### config.mk
export PLATFORM = sky130hd
export DESIGN_NAME = event_pair_latency_monitor_top
export DESIGN_NICKNAME = d
export VERILOG_FILES = /design/src/hdl/eplm_pkg.sv /design/src/hdl/event_pair_latency_monitor_top.sv /design/src/hdl/eplm_front.sv /design/src/hdl/eplm_back.sv
export SDC_FILE = /design/constraint.sdc
export NUM_CORES = 2
export LEC_CHECK = 0
export ABC_CLOCK_PERIOD_IN_PS = 27300
export BUFFER_PORTS_ARGS = -buffer_cell sky130_fd_sc_hd__clkbuf_2
export CAP_MARGIN = 40
export CORE_ASPECT_RATIO = 0.9
export CORE_MARGIN = 2
export CORE_UTILIZATION = 60
export DETAILED_ROUTE_END_ITERATION = 16
export PLACE_DENSITY = 0.77
export SLEW_MARGIN = 30
export SYNTH_ARGS = -nofsm -noshare
export SYNTH_HDL_FRONTEND = slang
export SYNTH_MEMORY_MAX_BITS = 65536
export SYNTH_SLANG_ARGS = --single-unit
### constraint.sdc
create_clock -name clock -period 27.3 [get_ports clock]
set_clock_uncertainty 0.2 [all_clocks]
set_input_delay 1.365 -clock clock [delete_from_list [all_inputs] [get_ports clock]]
set_output_delay 1.365 -clock clock [all_outputs]
set_load 0.02 [all_outputs]
### src/hdl/eplm_pkg.sv
// Shared types and constants for the event pair latency monitor.
// No dependencies; imported by every module of the block.
package eplm_pkg;

   // Timestamp and delay width
   localparam int TS_W = 63;

   // Event kinds after classification
   localparam logic [1:0] KIND_OTHER = 2'd0;
   localparam logic [1:0] KIND_TRADE = 2'd1;
   localparam logic [1:0] KIND_QUOTE = 2'd2;

   // Depth of the queue between front and back
   localparam int QUEUE_DEPTH = 2;

   // Per-item pair count saturates here
   localparam logic [6:0] PAIR_SAT = 7'd127;

   // Window register reset value
   localparam logic [TS_W-1:0] WINDOW_RESET = 63'd1000000000;

   // One classified item in flight from front to back
   typedef struct packed {
      logic [1:0]      kind;
      logic [TS_W-1:0] ts;
   } item_type;

endpackage

### src/hdl/event_pair_latency_monitor_top.sv
// Top level of the event pair latency monitor: window register, front
// queue and back engine, plus assertions. Uses eplm_pkg, eplm_front, eplm_back.
//
// The monitor pairs each trade with the first later quote if that quote
// lies within csr_write_data nanoseconds (the window) and reports, once per
// item, the saturating pair count, saturating delay sum, minimum and
// maximum delay, pairs made by that item and a sticky overflow flag. Items
// enter a two-entry queue, so the port stays open while the engine works
// until the queue is full. The engine handles one item at a time through the
// single read port of the pending-trade ring, one entry a cycle: a trade or
// other item first purges expired entries from the head, a quote sweeps
// every pending entry. No clearing pass is needed after reset. Write the
// window only while the block is idle.
module event_pair_latency_monitor_top
   import eplm_pkg::*;
#(
   parameter int PENDING_DEPTH = 64
) (
   input  logic            clock,
   input  logic            reset,
   input  logic            csr_write_en,
   input  logic [TS_W-1:0] csr_write_data,
   input  logic            req_valid,
   output logic            req_ready,
   input  logic [1:0]      req_type,
   input  logic [TS_W-1:0] req_timestamp_ns,
   output logic            rsp_valid,
   input  logic            rsp_ready,
   output logic [31:0]     rsp_pair_count,
   output logic [TS_W-1:0] rsp_delay_sum_ns,
   output logic [TS_W-1:0] rsp_least_delay_ns,
   output logic [TS_W-1:0] rsp_greatest_delay_ns,
   output logic [6:0]      rsp_pairs_this_item,
   output logic            rsp_overflow_seen
);

   logic [TS_W-1:0] window_ff;
   logic            item_valid;
   item_type        item;
   logic            item_pop;

   // window register
   always_ff @(posedge clock) begin
      if (reset) begin
         window_ff <= WINDOW_RESET;
      end else if (csr_write_en) begin
         window_ff <= csr_write_data;
      end
   end

   eplm_front u_front (
      .clock            (clock),
      .reset            (reset),
      .req_valid        (req_valid),
      .req_ready        (req_ready),
      .req_type         (req_type),
      .req_timestamp_ns (req_timestamp_ns),
      .item_valid       (item_valid),
      .item             (item),
      .item_pop         (item_pop)
   );

   eplm_back #(
      .PENDING_DEPTH (PENDING_DEPTH)
   ) u_back (
      .clock                 (clock),
      .reset                 (reset),
      .window_ns             (window_ff),
      .item_valid            (item_valid),
      .item                  (item),
      .item_pop              (item_pop),
      .rsp_valid             (rsp_valid),
      .rsp_ready             (rsp_ready),
      .rsp_pair_count        (rsp_pair_count),
      .rsp_delay_sum_ns      (rsp_delay_sum_ns),
      .rsp_least_delay_ns    (rsp_least_delay_ns),
      .rsp_greatest_delay_ns (rsp_greatest_delay_ns),
      .rsp_pairs_this_item   (rsp_pairs_this_item),
      .rsp_overflow_seen     (rsp_overflow_seen)
   );

   // overflow flag never clears once reported
   a_overflow_sticky: assert property (@(posedge clock) disable iff (reset)
      (rsp_valid && rsp_ready && rsp_overflow_seen) |=>
         (!rsp_valid || rsp_overflow_seen))
      else $error("overflow flag dropped");

   // with pairs recorded the minimum cannot exceed the maximum
   a_min_le_max: assert property (@(posedge clock) disable iff (reset)
      (rsp_valid && rsp_pair_count != 32'd0) |->
         (rsp_least_delay_ns <= rsp_greatest_delay_ns))
      else $error("min delay above max delay");

   // no pairs yet: extremes still at their reset values
   a_no_pairs: assert property (@(posedge clock) disable iff (reset)
      (rsp_valid && rsp_pair_count == 32'd0) |->
         (rsp_least_delay_ns == '1 && rsp_greatest_delay_ns == '0 &&
          rsp_pairs_this_item == 7'd0))
      else $error("statistics set without any pair");

endmodule

### src/hdl/eplm_front.sv
// Front end: accepts request items, folds unused kinds into "other" and
// queues them for the back end. Depends on eplm_pkg.
module eplm_front
   import eplm_pkg::*;
(
   input  logic            clock,
   input  logic            reset,
   input  logic            req_valid,
   output logic            req_ready,
   input  logic [1:0]      req_type,
   input  logic [TS_W-1:0] req_timestamp_ns,
   output logic            item_valid,
   output item_type        item,
   input  logic            item_pop
);

   localparam int PTR_W = (QUEUE_DEPTH > 1) ? $clog2(QUEUE_DEPTH) : 1;
   localparam int CNT_W = $clog2(QUEUE_DEPTH + 1);

   item_type         q_ff [QUEUE_DEPTH];
   logic [PTR_W-1:0] wr_ptr_ff, wr_ptr_in;
   logic [PTR_W-1:0] rd_ptr_ff, rd_ptr_in;
   logic [CNT_W-1:0] count_ff, count_in;
   logic             push;
   item_type         push_item;

   // classify: kind 3 behaves as other
   always_comb begin
      push_item.ts = req_timestamp_ns;
      if (req_type == KIND_TRADE || req_type == KIND_QUOTE) begin
         push_item.kind = req_type;
      end else begin
         push_item.kind = KIND_OTHER;
      end
   end

   assign req_ready  = (count_ff != CNT_W'(QUEUE_DEPTH));
   assign push       = req_valid && req_ready;
   assign item_valid = (count_ff != '0);
   assign item       = q_ff[rd_ptr_ff];

   // pointer and count update
   always_comb begin
      wr_ptr_in = wr_ptr_ff;
      rd_ptr_in = rd_ptr_ff;
      count_in  = count_ff;
      if (push) begin
         wr_ptr_in = (wr_ptr_ff == PTR_W'(QUEUE_DEPTH - 1)) ? '0 : wr_ptr_ff + PTR_W'(1);
      end
      if (item_pop && item_valid) begin
         rd_ptr_in = (rd_ptr_ff == PTR_W'(QUEUE_DEPTH - 1)) ? '0 : rd_ptr_ff + PTR_W'(1);
      end
      if (push && !(item_pop && item_valid)) begin
         count_in = count_ff + CNT_W'(1);
      end else if (!push && item_pop && item_valid) begin
         count_in = count_ff - CNT_W'(1);
      end
   end

   always_ff @(posedge clock) begin
      if (reset) begin
         wr_ptr_ff <= '0;
         rd_ptr_ff <= '0;
         count_ff  <= '0;
      end else begin
         wr_ptr_ff <= wr_ptr_in;
         rd_ptr_ff <= rd_ptr_in;
         count_ff  <= count_in;
      end
   end

   // queue storage
   always_ff @(posedge clock) begin
      if (push) begin
         q_ff[wr_ptr_ff] <= push_item;
      end
   end

endmodule

### src/hdl/eplm_back.sv
// Back end: ring of pending trade times, head purge, quote sweep with a
// two-stage delay/accumulate pipe, and the result register. Uses eplm_pkg.
module eplm_back
   import eplm_pkg::*;
#(
   parameter int PENDING_DEPTH = 64
) (
   input  logic            clock,
   input  logic            reset,
   input  logic [TS_W-1:0] window_ns,
   input  logic            item_valid,
   input  item_type        item,
   output logic            item_pop,
   output logic            rsp_valid,
   input  logic            rsp_ready,
   output logic [31:0]     rsp_pair_count,
   output logic [TS_W-1:0] rsp_delay_sum_ns,
   output logic [TS_W-1:0] rsp_least_delay_ns,
   output logic [TS_W-1:0] rsp_greatest_delay_ns,
   output logic [6:0]      rsp_pairs_this_item,
   output logic            rsp_overflow_seen
);

   localparam int IDX_W  = $clog2(PENDING_DEPTH);
   localparam int FILL_W = $clog2(PENDING_DEPTH + 1);
   localparam int SUM_W  = FILL_W + 1;

   localparam logic [1:0] ST_IDLE  = 2'd0;
   localparam logic [1:0] ST_PURGE = 2'd1;
   localparam logic [1:0] ST_SWEEP = 2'd2;
   localparam logic [1:0] ST_DONE  = 2'd3;

   logic [TS_W-1:0]   mem [PENDING_DEPTH];
   logic [TS_W-1:0]   rd_ff;

   logic [1:0]        state_ff, state_in;
   logic [IDX_W-1:0]  head_ff, head_in;
   logic [FILL_W-1:0] fill_ff, fill_in;
   logic [1:0]        kind_ff, kind_in;
   logic [TS_W-1:0]   now_ff, now_in;
   logic              overflow_ff, overflow_in;
   logic              dv_ff, dv_in;
   logic [TS_W-1:0]   delay_ff;
   logic              ok_ff;
   logic [31:0]       total_pairs_ff, total_pairs_in;
   logic [TS_W-1:0]   total_delay_ff, total_delay_in;
   logic [TS_W-1:0]   least_ff, least_in;
   logic [TS_W-1:0]   greatest_ff, greatest_in;
   logic [6:0]        item_pairs_ff, item_pairs_in;
   logic              rsp_valid_ff, rsp_valid_in;
   logic              load_rsp;

   logic [TS_W-1:0]   delay_cur;
   logic              over_window;
   logic [IDX_W-1:0]  head_inc;
   logic [SUM_W-1:0]  wr_sum;
   logic [IDX_W-1:0]  wr_addr;
   logic              mem_we;
   logic [TS_W:0]     sum_wide;

   // delay of the entry at the head read port against the current item
   assign delay_cur   = (now_ff >= rd_ff) ? (now_ff - rd_ff) : '0;
   assign over_window = (delay_cur > window_ns);

   assign head_inc = (head_ff == IDX_W'(PENDING_DEPTH - 1)) ? '0 : head_ff + IDX_W'(1);

   // tail slot = (head + fill) mod depth
   assign wr_sum  = SUM_W'(head_ff) + SUM_W'(fill_ff);
   assign wr_addr = (wr_sum >= SUM_W'(PENDING_DEPTH)) ?
                    IDX_W'(wr_sum - SUM_W'(PENDING_DEPTH)) : IDX_W'(wr_sum);

   assign sum_wide = {1'b0, total_delay_ff} + {1'b0, delay_ff};

   // sequencer
   always_comb begin
      state_in    = state_ff;
      head_in     = head_ff;
      fill_in     = fill_ff;
      kind_in     = kind_ff;
      now_in      = now_ff;
      overflow_in = overflow_ff;
      dv_in       = 1'b0;
      mem_we      = 1'b0;
      item_pop    = 1'b0;
      load_rsp    = 1'b0;
      unique case (state_ff)
         ST_IDLE: begin
            if (item_valid) begin
               item_pop = 1'b1;
               kind_in  = item.kind;
               now_in   = item.ts;
               state_in = (item.kind == KIND_QUOTE) ? ST_SWEEP : ST_PURGE;
            end
         end
         ST_PURGE: begin
            // drop expired head entries one a cycle, then handle a trade
            if (fill_ff != '0 && over_window) begin
               head_in = head_inc;
               fill_in = fill_ff - FILL_W'(1);
            end else begin
               if (kind_ff == KIND_TRADE) begin
                  if (fill_ff == FILL_W'(PENDING_DEPTH)) begin
                     overflow_in = 1'b1;
                  end else begin
                     mem_we  = 1'b1;
                     fill_in = fill_ff + FILL_W'(1);
                  end
               end
               state_in = ST_DONE;
            end
         end
         ST_SWEEP: begin
            // every pending entry goes through the delay stage, queue empties
            if (fill_ff != '0) begin
               dv_in   = 1'b1;
               head_in = head_inc;
               fill_in = fill_ff - FILL_W'(1);
            end else begin
               head_in  = '0;
               state_in = ST_DONE;
            end
         end
         ST_DONE: begin
            if (!rsp_valid_ff || rsp_ready) begin
               load_rsp = 1'b1;
               state_in = ST_IDLE;
            end
         end
         default: begin
            state_in = ST_IDLE;
         end
      endcase
   end

   // accumulate stage
   always_comb begin
      total_pairs_in = total_pairs_ff;
      total_delay_in = total_delay_ff;
      least_in       = least_ff;
      greatest_in    = greatest_ff;
      item_pairs_in  = item_pairs_ff;
      if (item_pop) begin
         item_pairs_in = '0;
      end
      if (dv_ff && ok_ff) begin
         if (total_pairs_ff != '1) begin
            total_pairs_in = total_pairs_ff + 32'd1;
         end
         total_delay_in = sum_wide[TS_W] ? '1 : sum_wide[TS_W-1:0];
         if (delay_ff < least_ff) begin
            least_in = delay_ff;
         end
         if (delay_ff > greatest_ff) begin
            greatest_in = delay_ff;
         end
         if (item_pairs_ff != PAIR_SAT) begin
            item_pairs_in = item_pairs_ff + 7'd1;
         end
      end
   end

   assign rsp_valid_in = load_rsp ? 1'b1 : (rsp_ready ? 1'b0 : rsp_valid_ff);

   always_ff @(posedge clock) begin
      if (reset) begin
         state_ff       <= ST_IDLE;
         head_ff        <= '0;
         fill_ff        <= '0;
         overflow_ff    <= 1'b0;
         dv_ff          <= 1'b0;
         total_pairs_ff <= '0;
         total_delay_ff <= '0;
         least_ff       <= '1;
         greatest_ff    <= '0;
         item_pairs_ff  <= '0;
         rsp_valid_ff   <= 1'b0;
      end else begin
         state_ff       <= state_in;
         head_ff        <= head_in;
         fill_ff        <= fill_in;
         overflow_ff    <= overflow_in;
         dv_ff          <= dv_in;
         total_pairs_ff <= total_pairs_in;
         total_delay_ff <= total_delay_in;
         least_ff       <= least_in;
         greatest_ff    <= greatest_in;
         item_pairs_ff  <= item_pairs_in;
         rsp_valid_ff   <= rsp_valid_in;
      end
   end

   // item payload and delay stage
   always_ff @(posedge clock) begin
      kind_ff  <= kind_in;
      now_ff   <= now_in;
      delay_ff <= delay_cur;
      ok_ff    <= !over_window;
   end

   // pending ring: read port follows the next head, write bypasses it
   always_ff @(posedge clock) begin
      if (mem_we) begin
         mem[wr_addr] <= now_ff;
      end
      if (mem_we && wr_addr == head_in) begin
         rd_ff <= now_ff;
      end else begin
         rd_ff <= mem[head_in];
      end
   end

   // result register
   always_ff @(posedge clock) begin
      if (load_rsp) begin
         rsp_pair_count        <= total_pairs_ff;
         rsp_delay_sum_ns      <= total_delay_ff;
         rsp_least_delay_ns    <= least_ff;
         rsp_greatest_delay_ns <= greatest_ff;
         rsp_pairs_this_item   <= item_pairs_ff;
         rsp_overflow_seen     <= overflow_ff;
      end
   end

   assign rsp_valid = rsp_valid_ff;

endmodule
==> run metrics <==
Biggest register u_back.mem; Hold Path Cell Cnt 0; number of global-route vias before repair 102000; layout cells sized above 1 between 20% and 30%; HP Start u_back.least_ff[43]; RSZ-0062 raised after global routing false; H-tree depth 5; library cells used by synthesis 100; syn_area_per_cell a little over 20 um^2; # Post-CTS Setup Buffers 0; Final ANT Viol Nets 0; starting DRC count in detailed routing approximately 18000; largest net degree at the start of global routing 154; die height 541 um; Slew Limit Fails 0; Final setup violation count 0; Tcrit/Tclk final 53.9%; gr usage total 35.1%; Max Cap Viol 0; ys async rst share 0%; cts repair resizes 0; Synth warnings 0; Hold Slack 0.213 ns; HPWL after DPL 336000 um; Sink Count a little under 5000; CP startpoint kind flip-flop; worst hold path endpoint u_back.rsp_least_delay_ns[43]; routed wire length per instance 39.3 um; Area Overhead vs Synth 12.8%; Clock transition at path regs ~0.06 ns; most used cell, CP buf_4; initial antenna violation count 56; GR Overflow Total 0; routed vias/inst 7.09; R2R Path End u_back.mem[2][25]; R2R depth 37; Largest stage delay, worst path around 0.75 ns; via count around 100k; CTS Buf Count ~450; Core ar. 319000 um^2; die area 325000 um^2; clock root cell clkbuf_16; fin crit period 14.72 ns; ys flop type edfxtp_1; top flop regs u_back.mem: 4032 flops, u_front.q_ff: 130 flops; Peak VDD IR 0.0704 mV; Max-slew headroom a little over a third; Hold WC Path Type reg -> reg; Fmax about 0.068 GHz; CP Data Required Time 27.72 ns; EDFF count, synth between 4000 and 5000; TritonCTS clock tree done; Slew @ Worst Pin 0.968 ns; starting density of the core 60.2%; cts-stage hold buffer count 0; IO Port Bufs 363; CP arrival 15.14 ns; Die X between 600 and 700 um; Final nets 10600; Skew-Pair Late Insertion Delay 1.04 ns; Post-Route WL slightly below 600000 um; final hold vios 0; power density over cell area 82.8 nW/um^2; drt pass-1 iters 6; FF-to-FF setup slack 12.58 ns; fillers 19200; status finished clean; CP Max Fanout 93; Slowest-stage cell, CP dfxtp_4; Crit Path Category reg -> reg; Critical Path Sink Type flip-flop; Final GP Congestion 0.935; Fin Setup TNS 0 ns; Ports 364; # DRC 0; Seq/Total Area, Yosys 73.6%; Post-Syn Instances 9363; row count slightly below 200; post-synth net total 9829; max reg flops 4032; first-pass GRT wire length about 800000 um; deepest clock path buffer count 4; Yosys reg bits 4840; Netlist Area Pre-Place about 190000 um^2; LEAKAGE 0.0697 uW
==> cells in the final DEF (no fill, tap or decap), types with 26 or more instances in the layout <==
| cell | netlist | layout |
|---|---|---|
| nand4_1 | 71 | 71 |
| inv_1 | 290 | 289 |
| clkinv_1 | 0 | 105 |
| and3_1 | 34 | 33 |
| buf_4 | 9 | 223 |
| clkbuf_2 | 1 | 361 |
| a21o_1 | 158 | 158 |
| clkinv_2 | 0 | 70 |
| a21oi_1 | 188 | 188 |
| and2_1 | 75 | 74 |
| xnor2_1 | 71 | 69 |
| o211ai_1 | 87 | 87 |
| ha_1 | 330 | 330 |
| edfxtp_1 | 4456 | 4456 |
| clkbuf_16 | 0 | 454 |
| nor2_1 | 390 | 325 |
| bufinv_16 | 0 | 43 |
| nand2_1 | 219 | 219 |
| o21ai_0 | 84 | 83 |
| buf_12 | 0 | 47 |
| nor3_1 | 39 | 36 |
| nand2b_1 | 26 | 26 |
| nand3_1 | 61 | 60 |
| a211oi_2 | 59 | 59 |
| mux2i_1 | 118 | 118 |
| o21ai_1 | 25 | 26 |
| buf_16 | 0 | 49 |
| nor2_4 | 0 | 65 |
| o21bai_1 | 26 | 26 |
| clkbuf_1 | 294 | 87 |
| mux2_2 | 66 | 66 |
| xor2_1 | 83 | 83 |
| mux4_2 | 1323 | 1323 |
| dfxtp_1 | 384 | 377 |
==> cell type report <==
class                           count  area, um^2  share of cell area, %
Tap cell                         4278        5350                   2.47
Inverter                          291        1100                  0.506
Sequential cell                  4840      142000                   65.3
Antenna cell                       15        37.5                 0.0173
Clock buffer                      548       11800                   5.43
Multi-Input combinational cell   3801       48400                   22.3
Clock inverter                    268        2610                   1.21
Timing Repair Buffer              708        6080                   2.81
==> logic make-up (layout without fill, tap and decap cells) <==
group	Yosys count	in the layout	synth area share, %
mux	1507	1507	16.5
other cells	0	15	0
flops	4840	4840	73.6
fa+ha+maj	333	333	2.18
buf+inv	722	1815	1.51
xor+xnor	154	154	0.702
compound gates	800	800	3.01
simple gates	1007	1007	2.47
==> worst max-delay path, delay by kind of cell, from the launching register on <==
family,cells,cell delay (ns)
compound gates,10,2.06
fa+ha+maj,2,0.56
mux,3,1.64
buf+inv,11,4.79
simple gates,11,3.91
flops,1,0.75
==> cells in the mapped netlist (all sizes together) (43+ instances only) <==
cell | n | area share (%)
nor3 | 43 | 0.12
clkbuf | 295 | 0.58
xnor2 | 71 | 0.32
nor2 | 392 | 0.78
mux2 | 66 | 0.39
xor2 | 83 | 0.38
mux4 | 1323 | 16
nand3 | 61 | 0.16
a21o | 159 | 0.62
nand4 | 71 | 0.23
mux2i | 118 | 0.61
ha | 330 | 2.1
buf | 136 | 0.37
o21ai | 113 | 0.31
dfxtp | 384 | 4.0
edfxtp | 4456 | 70
a211oi | 81 | 0.47
inv | 291 | 0.57
and2 | 75 | 0.24
a21oi | 196 | 0.53
o211ai | 90 | 0.36
nand2 | 220 | 0.43
==> worst max path at each step <==
stage	from	to	slack [ns]	cells past startpoint
2_1_floorplan	rsp_ready	u_back.rsp_delay_sum_ns[0]	14.70	2
3_3_place_gp	flip-flop	u_back.mem[47][23]	11.47	32
3_5_place_dp	flip-flop	u_back.mem[26][16]	12.58	36
4_1_cts	flip-flop	u_back.mem[26][29]	12.34	36
5_1_grt	flip-flop	u_back.mem[30][23]	11.89	37
6_report	flip-flop	u_back.mem[2][25]	12.58	37
==> metal layers <==
layer / vias up / wire length [um] / part of all wire [%] / global-route usage, %
li1: 40000 / - / - / -
met1: 54000 / 198000 / 34 / 47.1
met2: 9186 / 270000 / 47 / 54.2
met3: 1411 / 80800 / 14 / 10.4
met4: 38 / 30500 / 5.3 / 15.5
met5: - / 252 / 0.044 / 0.0147
==> report_power, final <==
part	switching [uW]	internal [uW]
sequential	195	8740
clock	2810	3470
combinational	1900	834
==> metrics by stage <==
step                      power (uW)  worst slack (ns)  util (%)  cell area, um^2  std cells
final                          18000             12.58      67.9           217000      14700
after global routing           18400             11.89      67.9           217000      14700
after CTS                      17900             12.34      67.6           216000      14700
after detailed placement       11700             12.58      63.0           201000      13900
after global placement         11600             11.47      62.6           200000      13800
after floorplan                10500             14.70         -           192000       9363
No activity file was read; power rests on OpenSTA's default activity.
